File: src/vhid_pkg.sv
// Shared constants, codes and types for the vibration high-pass impact detector.
// Used by the axis lanes, the merge stage, the top level and the checker.
package vhid_pkg;

  localparam int SAMPLE_BITS = 16;
  localparam int FILTER_BITS = 18;
  localparam int AXES        = 3;

  localparam int GAIN_W  = 16;
  localparam int SEL_W   = 2;
  localparam int THR_W   = 18;
  localparam int TIME_W  = 32;
  localparam int LEVEL_W = 18;
  localparam int MODE_W  = 2;

  // Filter datapath widths
  localparam int DIFF_W = ((FILTER_BITS > SAMPLE_BITS) ? FILTER_BITS : SAMPLE_BITS) + 2;
  localparam int PROD_W = GAIN_W + 1 + DIFF_W;
  localparam int SQ_W   = 2 * FILTER_BITS;
  localparam int ROOT_W = FILTER_BITS;
  localparam int ROOT_CNT_W = $clog2(ROOT_W + 1);
  localparam int EXT_W  = (ROOT_W > LEVEL_W) ? ROOT_W : LEVEL_W;

  localparam logic [LEVEL_W-1:0] LEVEL_MAX = '1;

  // Stream packing
  localparam int NOW_LSB    = AXES * SAMPLE_BITS;
  localparam int IN_DATA_W  = ((NOW_LSB + TIME_W + 7) / 8) * 8;
  localparam int EVENT_BIT  = LEVEL_W;
  localparam int ACTIVE_BIT = LEVEL_W + 1;
  localparam int OUT_DATA_W = ((LEVEL_W + 2 + 7) / 8) * 8;

  // Configuration port
  localparam int CFG_IDX_W  = 3;
  localparam int CFG_DATA_W = 32;

  localparam logic [CFG_IDX_W-1:0] REG_FILTER_GAIN      = 3'd0;
  localparam logic [CFG_IDX_W-1:0] REG_THRESHOLD_SELECT = 3'd1;
  localparam logic [CFG_IDX_W-1:0] REG_THRESHOLD_LOW    = 3'd2;
  localparam logic [CFG_IDX_W-1:0] REG_THRESHOLD_MEDIUM = 3'd3;
  localparam logic [CFG_IDX_W-1:0] REG_THRESHOLD_HIGH   = 3'd4;
  localparam logic [CFG_IDX_W-1:0] REG_HOLDOFF_MS       = 3'd5;

  localparam logic [GAIN_W-1:0] GAIN_RESET    = 16'd58982;
  localparam logic [SEL_W-1:0]  SEL_RESET     = 2'd1;
  localparam logic [THR_W-1:0]  THR_LOW_RESET = 18'd8192;
  localparam logic [THR_W-1:0]  THR_MED_RESET = 18'd16384;
  localparam logic [THR_W-1:0]  THR_HI_RESET  = 18'd24576;
  localparam logic [TIME_W-1:0] HOLDOFF_RESET = 32'd1000;

  // Threshold select codes
  localparam logic [SEL_W-1:0] SEL_LOW  = 2'd0;
  localparam logic [SEL_W-1:0] SEL_HIGH = 2'd2;

  // Item modes
  localparam logic [MODE_W-1:0] MODE_SAMPLE  = 2'd0;
  localparam logic [MODE_W-1:0] MODE_ENABLE  = 2'd1;
  localparam logic [MODE_W-1:0] MODE_DISABLE = 2'd2;

  typedef struct packed {
    logic clr;     // zero filter state and previous sample
    logic load;    // capture the sample and form the difference
    logic commit;  // write back the saturated filter output
  } lane_ctl_t;

endpackage

File: src/vhid_merge.sv
// Merge stage: sums the three lane squares and takes a bit-serial square root.
// Depends on vhid_pkg; one root bit per cycle, ROOT_W root bits per start.
module vhid_merge import vhid_pkg::*; (
  input  logic              clk,
  input  logic              rst,
  input  logic              start,
  input  logic [SQ_W-1:0]   sq [AXES],
  output logic              busy,
  output logic [ROOT_W-1:0] root
);

  logic [SQ_W-1:0]       sum;
  logic [SQ_W-1:0]       n;
  logic [ROOT_W+1:0]     rem;
  logic [ROOT_W+1:0]     rem_shift;
  logic [ROOT_W+1:0]     trial;
  logic                  ge;
  logic [ROOT_CNT_W-1:0] cnt;

  always_comb begin
    sum = '0;
    for (int a = 0; a < AXES; a++) begin
      sum = sum + sq[a];
    end
  end

  // Bring down the next two bits and try the next root bit
  assign rem_shift = {rem[ROOT_W-1:0], n[SQ_W-1 -: 2]};
  assign trial     = {root, 2'b01};
  assign ge        = (rem_shift >= trial);

  always_ff @(posedge clk) begin
    if (rst) begin
      busy <= 1'b0;
    end else if (start) begin
      busy <= 1'b1;
    end else if (busy && cnt == ROOT_CNT_W'(1)) begin
      busy <= 1'b0;
    end
  end

  always_ff @(posedge clk) begin
    if (start) begin
      n    <= sum;
      rem  <= '0;
      root <= '0;
      cnt  <= ROOT_CNT_W'(ROOT_W);
    end else if (busy) begin
      n    <= n << 2;
      rem  <= ge ? (rem_shift - trial) : rem_shift;
      root <= {root[ROOT_W-2:0], ge};
      cnt  <= cnt - ROOT_CNT_W'(1);
    end
  end

endmodule

File: config.mk
export PLATFORM = sky130hd
export DESIGN_NAME = vhid_merge
export DESIGN_NICKNAME = d
export VERILOG_FILES = /design/src/vhid_pkg.sv /design/src/vhid_merge.sv
export SDC_FILE = /design/constraint.sdc
export NUM_CORES = 1
export LEC_CHECK = 0
export ABC_AREA = 1
export BUFFER_PORTS_ARGS = -buffer_cell sky130_fd_sc_hd__buf_2
export CAP_MARGIN = 0
export CORE_MARGIN = 3
export CORE_UTILIZATION = 62
export CTS_CLUSTER_SIZE = 24
export DETAILED_ROUTE_END_ITERATION = 10
export PLACE_DENSITY = 0.91
export SYNTH_ARGS = -nofsm -noshare
export SYNTH_HDL_FRONTEND = slang
export SYNTH_SLANG_ARGS = --single-unit
File: constraint.sdc
create_clock -name clk -period 5.1 [get_ports clk]
set_clock_uncertainty 0.05 [all_clocks]
set_input_delay 0.51 -clock clk [delete_from_list [all_inputs] [get_ports clk]]
set_output_delay 0.51 -clock clk [all_outputs]
set_load 0.03 [all_outputs]
[Word level (Yosys, flattened, before mapping)]
Cells that the tools add are included.
Storage, ports and cells
  bits in read-only memories: 0
  latch bits: 0
  input port bits: 111
  bits in writable memories: 0
  output and inout port bits: 19
  word-level logic and storage cells: 19
  register bits: 78
  memories kept: 0
Cells by class
  bitwise operators: 0
  reduce and logical (&&, ||, !) cells: 3
  eq/ne operators: 1
  shift-type cells: 0
  mux-type cells: 5
  $mul: 0
  magnitude comparators: 1
  div/mod/pow operators: 0
  add/sub/neg operators: 4
Operators by type and width (number)
  adder 36 bit: 2
  2-to-1 mux 36 bit: 2
  greater-or-equal comparator 20 bit: 1
  2-to-1 mux 18 bit: 1
  subtractor 18 bit: 1
  equality test 5 x 1 -> 1 bit (second input constant): 1
  subtractor 5 x 1 -> 5 bit (second input constant): 1
  nonzero test 2 bit: 2
  2-to-1 mux 1 bit: 2
  logical AND 1 bit: 1

[Depth between registers and ports, before layout]
  depth after elaboration: 4
  depth in mapped cells: 18
  mapped depth without buffers: 18

[Least setup slack after synthesis]
Ideal clock, no wire load.
  path kind: input port to flip-flop
  start: in sq[1] (netlist name)
  end: reg n[29], data pin
  path buffers: 0
  required time: 4796 ps
  library setup time: 254 ps
  stages on the path: 16
  setup slack: 2316 ps
  arrival: 2480 ps
  cells stage by stage: fa_1 ha_1 inv_1 fa_1 inv_1 nand3_1 nand2_1 nand2_1 nand2_1 nand2_1 nand2_1 nand3_1 nand2_1 nand2_1 nand3_1 nand2_1
On the way
  longest elaborated chain between the ends: 2
Ends and longest elaborated chain
  start: declaration: RTL line vhid_merge.sv:7  | input logic [SQ_W-1:0] sq [AXES],
  adder 36 bit: RTL line vhid_merge.sv:23  | sum = sum + sq[a];
  2-to-1 mux 36 bit: RTL line vhid_merge.sv:43  | if (start) begin
  end signal: assignment: RTL line vhid_merge.sv:44  | n <= sum;
  end signal: assignment: RTL line vhid_merge.sv:49  | n <= n << 2;
  end: declaration: RTL line vhid_merge.sv:13  | logic [SQ_W-1:0] n;
No other way between the ends.
A chain may end at the register's enable or synchronous reset.

[Worst setup path after layout]
Same ends and word-level chain as after synthesis.

==> qor.yml <==
period_needed_ns: 2.99
synth_top_family_by_area: "simple AND/OR/NAND/NOR gates"
grt-ovfl-total: 0
path_common_cell: "nand2_1"
postCtsSetupBuffers: 0
end_kind: "flip-flop"
synth.cell_area_um2: 7240
cts_resized: 0
ios: 130
dr.pass1.iters: 6
slew_headroom_pct: 38.5
rsz0062_at_grt: "no"
critPathArrivalTime_ns: 3.04
required_ns: 5.15
crit_family: "adder cells"
path_cells: "buf_2 -> fa_1 -> ha_1 -> inv_1 -> fa_1 -> inv_1 -> nand3_1 -> nand2_1 -> nand2_1 -> nand2_1 -> nand2_1 -> nand2_1 -> nand3_1 -> nand2_1 -> nand2_1 -> nand3_1 -> nand2_1"
cp.buffers_inverters: 3
worst_path_max_delay_cell: "fa_1"
insertion_delay_ns: 0.34
synth_edf_count: 36
pwr-share-clk_pct: 17.0
root_buffer: "clkbuf_16"
drt-total-wl_mm: 19.0
setup_viol: 0
yosys.area_share.xor_xnor_pct: 2.78
worstMarginPinSlew_ns: 0.917
cts_buffers: 9
final_area_um2: 8300
synth_cell_types: 36
synth_compound_area_share_pct: 10.3
grt_start_max_net_pins: 54
clk_path_buf_depth: 2
die_w_um: 114
final-hold-violation-count: 0
instances_no_fill: 1327
track_usage_pct: 30.2
crit_type: "in -> reg"
antenna_found_initial: 0
syn_area_per_cell_um2: 6.87
start_util_pct: 65.1
ys.flop_type: "dfxtp_1"
gp_congestion: 1.00
p_int_mw: 1.93
cap_violations: 0
placedInstanceArea_um2: 8020
syn_inst: 1054
cts_htree_levels: 3
cts_num_sinks: 78
switching_share_pct: 47.2
cts_hold_buf: 0
hp-class: "in -> reg"
vias_per_cell: 5.61
remaining_drc_errors: 0
synthArstFlopShare_pct: 0
placed_cells: 1311
synth_fa_ha_area_share_pct: 19.6
coreArea_um2: 11100
antenna_cells: 0
fin_nets: 1385
grt_pass1_wl_mm: 32.2
power.switching_mw: 1.72
peakVddDrop_v: 0.000441
p_seq_share_pct: 23.5
combinationalPowerShare_pct: 59.4
yosys_warnings: 0
hpwl_mm: 15.2
port_buffers: 129
path_clk_slew_ns: 0.06
startpoint_type: "input port"
status: "finished, final reports clean"
fin_hold_ws_ns: 0.375
fin_util_pct: 74.6
area_growth_pct: 14.5
slew_violations: 0
row_count: 38
totalNegativeSetupSlack_ns: 0
die_h_um: 114
max_freq_mhz: 334
worstPathMaxFanout: 5
yosys.area_share.simple_pct: 32.1
fin_crit_sh_pct: 58.6
synth_seq_area_share_pct: 26.5
wl_per_cell_um: 14.4
synthMuxAreaShare_pct: 0
ant_nets: 0
drive_gt1_share_pct: 13.4
crit_path_max_incr_delay_ns: 0.53
synth_nets: 1257
dr_total_vias: 7449
die_area_um2: 13000
grt_pass1_vias: 7157
leakagePower_nw: 4.39
tritoncts: "built"
fillers: 912
layout_commonest_cell: "nand2_1"
final_cell_mix: "nand2_1, inv_1, buf_2, nor2_1, nand3_1"
ys_seq_elements: 78
drt-initial-drc-count: 734
power.density_nw_per_um2: 439
## final timing paths
check             startpoint      end  slack [ns]  cells after the start
setup / recovery       sq[1]    n[29]        2.11                     17
hold / removal           rst     busy        0.37                      4
setup reg to reg    root[10]  rem[15]        2.57                     14
hold reg to reg      rem[17]  rem[17]        0.41                      2
## metrics by stage
step           total power [mW]  worst slack (ns)
2_1_floorplan              2.51              2.32
3_3_place_gp               2.90              1.88
3_5_place_dp               2.96              1.83
4_1_cts                    3.60              2.16
5_1_grt                    3.97              1.92
6_report                   3.64              2.11
## layer usage
layer	wire length, um	track usage, %
met3	1460	4.92
met5	0	0
met1	7890	39.8
met2	9180	51.2
met4	516	9.42
## Yosys cell counts (7+ instances only)
cell	number	area, um2
edfxtp_1	36	1080
xnor2_1	16	140
nand3b_1	8	60.1
nand3_1	75	375
a21oi_1	58	290
nand2_1	356	1340
o21ai_0	41	205
ha_1	56	701
xor2_1	7	61.3
nor2_1	85	319
o22ai_1	17	106
nor3_1	8	40.0
dfxtp_1	42	841
clkbuf_1	12	45.0
o21ai_1	9	45.0
inv_1	142	533
o21bai_1	9	67.6
nand4_1	12	75.1
fa_1	36	721
## flip-flops by register name (all words and copies together), names as in the netlist
| name | cells |
|---|---|
| busy | 1 |
| n | 36 |
| cnt | 5 |
| rem | 18 |
| root | 18 |
## worst min-delay path, delay by kind of cell
| family | cells | cell delay, ns |
|---|---|---|
| buf+inv | 2 | 0.12 |
| compound gates | 1 | 0.06 |
| simple gates | 1 | 0.03 |
## power groups by stage
stage	clock (mW)	sequential, mW	combinational [mW]
floorplan	0	0.858	1.65
global placement	0	0.860	2.04
detailed placement	0	0.866	2.10
CTS	0.622	0.856	2.12
global route	0.655	0.870	2.44
finish	0.621	0.858	2.17
## logic make-up (layout without fill, tap and decap cells)
group | count (synthesis) | count (layout)
AND/OR/NAND/NOR | 559 | 559
buffers and inverters | 164 | 297
AO/OA/AOI/OAI | 138 | 138
adder cells (fa/ha/maj) | 92 | 92
flip-flops | 78 | 78
XOR/XNOR | 23 | 23
## cell type report
| cell class | instances | area [um2] | share of cell area [%] |
|---|---|---|---|
| Inverter | 148 | 556 | 6.70 |
| Tap cell | 140 | 175 | 2.11 |
| Clock inverter | 2 | 33.8 | 0.407 |
| Multi-Input combinational cell | 812 | 4690 | 56.5 |
| Clock buffer | 14 | 244 | 2.94 |
| Timing Repair Buffer | 133 | 676 | 8.14 |
| Sequential cell | 78 | 1920 | 23.2 |
(Power assumes the default switching activity.)
