**src/vhid_pkg.sv**
```systemverilog
// Shared constants, codes and types for the vibration high-pass impact detector.
// Used by the axis lanes, the merge stage, the top level and the checker.
package vhid_pkg;

  localparam int SAMPLE_BITS = 16;
  localparam int FILTER_BITS = 18;
  localparam int AXES        = 3;

  localparam int GAIN_W  = 16;
  localparam int SEL_W   = 2;
  localparam int THR_W   = 18;
  localparam int TIME_W  = 32;
  localparam int LEVEL_W = 18;
  localparam int MODE_W  = 2;

  // Filter datapath widths
  localparam int DIFF_W = ((FILTER_BITS > SAMPLE_BITS) ? FILTER_BITS : SAMPLE_BITS) + 2;
  localparam int PROD_W = GAIN_W + 1 + DIFF_W;
  localparam int SQ_W   = 2 * FILTER_BITS;
  localparam int ROOT_W = FILTER_BITS;
  localparam int ROOT_CNT_W = $clog2(ROOT_W + 1);
  localparam int EXT_W  = (ROOT_W > LEVEL_W) ? ROOT_W : LEVEL_W;

  localparam logic [LEVEL_W-1:0] LEVEL_MAX = '1;

  // Stream packing
  localparam int NOW_LSB    = AXES * SAMPLE_BITS;
  localparam int IN_DATA_W  = ((NOW_LSB + TIME_W + 7) / 8) * 8;
  localparam int EVENT_BIT  = LEVEL_W;
  localparam int ACTIVE_BIT = LEVEL_W + 1;
  localparam int OUT_DATA_W = ((LEVEL_W + 2 + 7) / 8) * 8;

  // Configuration port
  localparam int CFG_IDX_W  = 3;
  localparam int CFG_DATA_W = 32;

  localparam logic [CFG_IDX_W-1:0] REG_FILTER_GAIN      = 3'd0;
  localparam logic [CFG_IDX_W-1:0] REG_THRESHOLD_SELECT = 3'd1;
  localparam logic [CFG_IDX_W-1:0] REG_THRESHOLD_LOW    = 3'd2;
  localparam logic [CFG_IDX_W-1:0] REG_THRESHOLD_MEDIUM = 3'd3;
  localparam logic [CFG_IDX_W-1:0] REG_THRESHOLD_HIGH   = 3'd4;
  localparam logic [CFG_IDX_W-1:0] REG_HOLDOFF_MS       = 3'd5;

  localparam logic [GAIN_W-1:0] GAIN_RESET    = 16'd58982;
  localparam logic [SEL_W-1:0]  SEL_RESET     = 2'd1;
  localparam logic [THR_W-1:0]  THR_LOW_RESET = 18'd8192;
  localparam logic [THR_W-1:0]  THR_MED_RESET = 18'd16384;
  localparam logic [THR_W-1:0]  THR_HI_RESET  = 18'd24576;
  localparam logic [TIME_W-1:0] HOLDOFF_RESET = 32'd1000;

  // Threshold select codes
  localparam logic [SEL_W-1:0] SEL_LOW  = 2'd0;
  localparam logic [SEL_W-1:0] SEL_HIGH = 2'd2;

  // Item modes
  localparam logic [MODE_W-1:0] MODE_SAMPLE  = 2'd0;
  localparam logic [MODE_W-1:0] MODE_ENABLE  = 2'd1;
  localparam logic [MODE_W-1:0] MODE_DISABLE = 2'd2;

  typedef struct packed {
    logic clr;     // zero filter state and previous sample
    logic load;    // capture the sample and form the difference
    logic commit;  // write back the saturated filter output
  } lane_ctl_t;

endpackage

```
**src/vhid_axis_lane.sv**
```systemverilog
// One axis of the high-pass filter: difference, gain multiply, saturate, square.
// Depends on vhid_pkg; sequenced by the top level through lane_ctl_t.
module vhid_axis_lane import vhid_pkg::*; (
  input  logic                          clk,
  input  logic                          rst,
  input  lane_ctl_t                     ctl,
  input  logic        [GAIN_W-1:0]      gain,
  input  logic signed [SAMPLE_BITS-1:0] sample,
  output logic        [SQ_W-1:0]        sq
);

  localparam logic signed [PROD_W-1:0] HP_MAX =
    {{(PROD_W-FILTER_BITS+1){1'b0}}, {(FILTER_BITS-1){1'b1}}};
  localparam logic signed [PROD_W-1:0] HP_MIN = ~HP_MAX;

  logic signed [SAMPLE_BITS-1:0] prev;
  logic signed [SAMPLE_BITS-1:0] x_reg;
  logic signed [FILTER_BITS-1:0] hp;
  logic signed [DIFF_W-1:0]      diff;
  logic signed [PROD_W-1:0]      prod;
  logic signed [PROD_W-1:0]      shifted;
  logic signed [FILTER_BITS-1:0] hp_sat;
  logic signed [SQ_W-1:0]        sq_full;

  // Floor shift by the gain's fraction bits, then clamp to the filter range
  always_comb begin
    shifted = prod >>> GAIN_W;
    if (shifted > HP_MAX) begin
      hp_sat = HP_MAX[FILTER_BITS-1:0];
    end else if (shifted < HP_MIN) begin
      hp_sat = HP_MIN[FILTER_BITS-1:0];
    end else begin
      hp_sat = shifted[FILTER_BITS-1:0];
    end
  end

  assign sq_full = hp * hp;

  always_ff @(posedge clk) begin
    if (rst || ctl.clr) begin
      prev <= '0;
      hp   <= '0;
    end else if (ctl.commit) begin
      prev <= x_reg;
      hp   <= hp_sat;
    end
  end

  always_ff @(posedge clk) begin
    if (ctl.load) begin
      x_reg <= sample;
      diff  <= DIFF_W'(hp) + DIFF_W'(sample) - DIFF_W'(prev);
    end
    prod <= $signed({1'b0, gain}) * diff;
    sq   <= SQ_W'($unsigned(sq_full));
  end

endmodule

```
**config.mk**
```make
export PLATFORM = sky130hd
export DESIGN_NAME = vhid_axis_lane
export DESIGN_NICKNAME = d
export VERILOG_FILES = /design/src/vhid_pkg.sv /design/src/vhid_axis_lane.sv
export SDC_FILE = /design/constraint.sdc
export NUM_CORES = 2
export LEC_CHECK = 0
export BUFFER_PORTS_ARGS = -buffer_cell sky130_fd_sc_hd__buf_2
export CORE_UTILIZATION = 50
export DETAILED_ROUTE_END_ITERATION = 10
export GPL_ROUTABILITY_DRIVEN = 0
export HOLD_SLACK_MARGIN = 0.15
export PLACE_DENSITY = 0.72
export SLEW_MARGIN = 20
export SYNTH_ARGS = -nofsm -noshare
export SYNTH_HDL_FRONTEND = slang
export SYNTH_SLANG_ARGS = --single-unit
export TNS_END_PERCENT = 1
```
**constraint.sdc**
```tcl
create_clock -name clk -period 11.5 [get_ports clk]
set_input_delay 2.3 -clock clk [delete_from_list [all_inputs] [get_ports clk]]
set_output_delay 2.3 -clock clk [all_outputs]
set_load 0.01 [all_outputs]
```
# Yosys cells after proc, flatten, opt, wreduce, memory -nomap -nowiden

Cells that the tools add are included.
W data, S select, Z words.

Flip-flop bits (word level): 143
Output and inout port bits: 36
Input port bits: 37
Logic and storage cells: 15

Magnitude comparators: 2
Muxes and demuxes: 2
$mul: 2
Add/sub/neg operators: 2
Reductions and logical operators: 1

Operators with widths:

| kind                   | count |
|---|---|
| $mul A17 B20 Y37       | 1 |
| $mul A18 B18 Y36       | 1 |
| $mux W18               | 2 |
| $gt A21 B18 Y1 const B | 1 |
| $lt A21 B18 Y1 const B | 1 |
| $sub A19 B16 Y20       | 1 |
| $add A18 B16 Y19       | 1 |
| $logic_or A1 B1 Y1     | 1 |

# Longest topological paths before layout

Word-level depth: 3
Gate-level depth with buffers: 26
Gate-level depth less buffers: 24

# Least setup slack after synthesis

OpenSTA, ideal clock, no wires.

Kind: input to register
From: in gain[5]
To: reg prod[36]
Library setup time: 0.072 ns
Arrival time: 8.014 ns
Path buffers: 1
Cell stages on the path: 23
Slack: 3.414 ns
Data required time: 11.428 ns
Cell sequence: clkbuf_1 > nand2_1 > fa_1 > inv_1 > fa_1 > inv_1 > fa_1 > inv_1 > fa_1 > fa_1 > inv_1 > fa_1 > inv_1 > ha_1 > a21oi_1 > o21bai_1 > a21oi_1 > nor2b_1 > or4_1 > a311o_1 > a31o_2 > a21oi_1 > xnor2_1

Word-level cells in the longest chain between the ends: 1

Ends and longest elaborated chain:

| element                | RTL line             | source |
|---|---|---|
| start: declaration     | vhid_axis_lane.sv:7  | `input logic [GAIN_W-1:0] gain,` |
| $mul A17 B20 Y37       | vhid_axis_lane.sv:54 | `prod <= $signed({1'b0, gain}) * diff;` |
| end signal: assignment | vhid_axis_lane.sv:54 |  |
| end: declaration       | vhid_axis_lane.sv:20 | `logic signed [PROD_W-1:0] prod;` |

No other way between the ends.
A chain may end at the register's enable or synchronous reset.

# Final worst setup path

Same ends and word-level chain as after synthesis.

==> flow_summary.json <==
{
  "yosys-top-cells-area": "fa_1, inv_1, ha_1, dfxtp_1, nand2_1",
  "fin_crit_sh": 0.723,
  "start_kind": "input port",
  "via_per_inst": 5.07,
  "synth_flop_cell": "dfxtp_1",
  "rsz0062_at_grt": "no",
  "dieArea_um2": 55300,
  "overflow": 0,
  "drv_cap": 0,
  "status": "completed",
  "r2r-start": "hp[9]$_SDFFE_PP0P_",
  "hpwl_um": 46400,
  "antenna_found_initial": 4,
  "top_regs": "sq x35, prod x21, diff x20",
  "num_rows": 85,
  "mostFrequentLayoutCell": "inv_1",
  "via_count": 18400,
  "cpMostUsedCell": "fa_1",
  "layout_min_cycle_time_ns": 8.32,
  "die_w_um": 235,
  "min_from": "x_reg[11]$_DFFE_PP_",
  "synth-seq-area-share": 0.106,
  "r2r-end": "sq[32]$_DFF_P_",
  "area_growth_pct": 5.61,
  "start_util": 0.505,
  "holdPathEnd": "prev[11]$_SDFFE_PP0P_",
  "portBuffers": 71,
  "tightest_slew_ns": 0.907,
  "clock_sinks": 126,
  "crit_arrival_ns": 8.70,
  "critPathKind": "input port to flip-flop",
  "ys_warn_count": 0,
  "post-route-util": 0.533,
  "dieHeight_um": 235,
  "yosys.cell_types.count": 64,
  "boundaryPins": 73,
  "htree_levels": 4,
  "crit_chain": "buf_2 > nand2_1 > fa_1 > inv_1 > fa_1 > inv_1 > fa_1 > inv_1 > fa_1 > fa_1 > inv_1 > fa_1 > inv_1 > ha_1 > a21oi_1 > o21bai_1 > a21oi_1 > nor2b_1 > or4_1 > a311o_1 > a31o_2 > a21oi_1 > xnor2_1",
  "nets": 3798,
  "finalClockSkew_ns": 0.0208,
  "final_max_slew_viol_count": 0,
  "drc_errors": 0,
  "drtAntennaViolNets": 0,
  "yosysTopAreaCellShare": 0.464,
  "holdPathStages": 2,
  "rrSetupSlack_ns": 3.45,
  "hold_viol_final": 0,
  "required_ns": 11.88,
  "slowest_delay_ns": 0.77,
  "clockBufferDepth": 2,
  "drtPass1Iterations": 5,
  "synth_area_um2": 27200,
  "synth.largest_area_cell": "fa_1",
  "syn_inst": 2905,
  "syn_area_per_cell_um2": 9.36,
  "synth_edf_count": 36,
  "mostFrequentLayoutCells": "inv_1, fa_1, nand2_1",
  "max_slew_margin": 0.395,
  "clk_pin_slew_worst_paths_ns": 0.06,
  "worstPathMaxFanout": 20,
  "crit_path_end_kind": "flip-flop",
  "fmaxAchievable_mhz": 120,
  "grt_max_degree": 37,
  "cts_post_setup_buffers_inserted": 0,
  "reg2reg_depth": 21,
  "setup-violations-final": 0,
  "cts-resized-gates": 0,
  "hold_path.class": "flip-flop to flip-flop",
  "clockRootBuffer": "clkbuf_16",
  "grt_first_pass_wirelength_um": 99300,
  "avgRoutedWirePerCell_um": 15.8,
  "drive_above_1_share": 0.0427,
  "critPathSlowestCell": "fa_1",
  "setup_tns_ns": 0,
  "ys_seq_elements": 126,
  "synth_nets": 3791,
  "top_register": "sq",
  "drt_iter0_markers": 1044,
  "grt_pass1_vias": 20400,
  "cts_buffers": 17,
  "cts_tree": "done",
  "synth-async-reset-ratio": 0,
  "antenna_cells": 0,
  "wirelength_um": 57300,
  "cts_hold_buf": 0,
  "grtUsageTotal": 0.227,
  "clkLatencyLatePin_ns": 0.46,
  "largest_reg_flops": 35,
  "core_area_um2": 53800
}
==> stage by stage <==
stage / area (um2) / setup slack (ns) / instances / hold WS (ns)
CTS: 28700 / 3.19 / 3621 / 0.498
detailed placement: 28100 / 2.74 / 3589 / 0.479
floorplan: 27200 / 3.41 / 2905 / 0.379
global route: 28700 / 2.88 / 3621 / 0.510
global placement: 28100 / 2.89 / 3589 / 0.463
finish: 28700 / 3.18 / 3621 / 0.493
==> critical path: cells and delay by family <==
family	cells	cell delay, ns
xor+xnor	1	0.12
buf+inv	6	0.80
simple gates	3	0.71
fa+ha+maj	7	3.54
compound gates	6	1.21
==> final cells by class <==
class / count / area (um2)
Tap cell: 696 / 871
Multi-Input combinational cell: 1841 / 20800
Clock buffer: 19 / 433
Sequential cell: 126 / 2880
Inverter: 849 / 3190
Fill cell: 4881 / 25100
Timing Repair Buffer: 77 / 400
Clock inverter: 13 / 155
==> synth_stat cells (all sizes together) (3+ instances only) <==
library cell / number
o31ai: 3
a211oi: 7
o21a: 11
a2111oi: 3
xor2: 21
dfxtp: 90
nand4: 6
o21ai: 39
o21bai: 8
a21boi: 4
and3: 11
or3: 8
xnor2: 66
nor2b: 9
a31o: 7
clkinv: 4
nor4: 3
and2: 133
inv: 845
nand2b: 25
a21oi: 66
nor2: 123
mux2i: 20
fa: 630
nand3: 13
or4: 3
clkbuf: 86
buf: 3
nor3: 17
o211ai: 5
a21o: 21
a31oi: 10
edfxtp: 36
nand2: 323
ha: 219
==> cell families after synthesis <==
family          after synthesis  synth area share
buf+inv                     938             0.130
fa+ha+maj                   849             0.565
simple gates                681             0.115
compound gates              203            0.0487
flops                       126             0.106
xor+xnor                     87            0.0280
mux                          20           0.00736
other cells                   1          0.000138
==> worst max-delay path by stage <==
| stage | startpoint | end | slack [ns] |
|---|---|---|---|
| CTS | gain[5] | prod[36]$_DFF_P_ | 3.19 |
| floorplan | gain[5] | prod[36]$_DFF_P_ | 3.41 |
| finish | gain[5] | prod[36]$_DFF_P_ | 3.18 |
| global placement | gain[2] | prod[36]$_DFF_P_ | 2.89 |
| detailed placement | gain[5] | prod[36]$_DFF_P_ | 2.74 |
| global route | gain[5] | prod[36]$_DFF_P_ | 2.88 |
==> layer usage <==
metal,wire length [um],global-route usage
met5,58,0
met1,23000,0.278
met4,1700,0.0736
met3,2810,0.0321
met2,29700,0.409
Power is left out: the tool's default activity adds up to more than one toggle a clock period on the data nets, which glitch-free logic cannot reach.
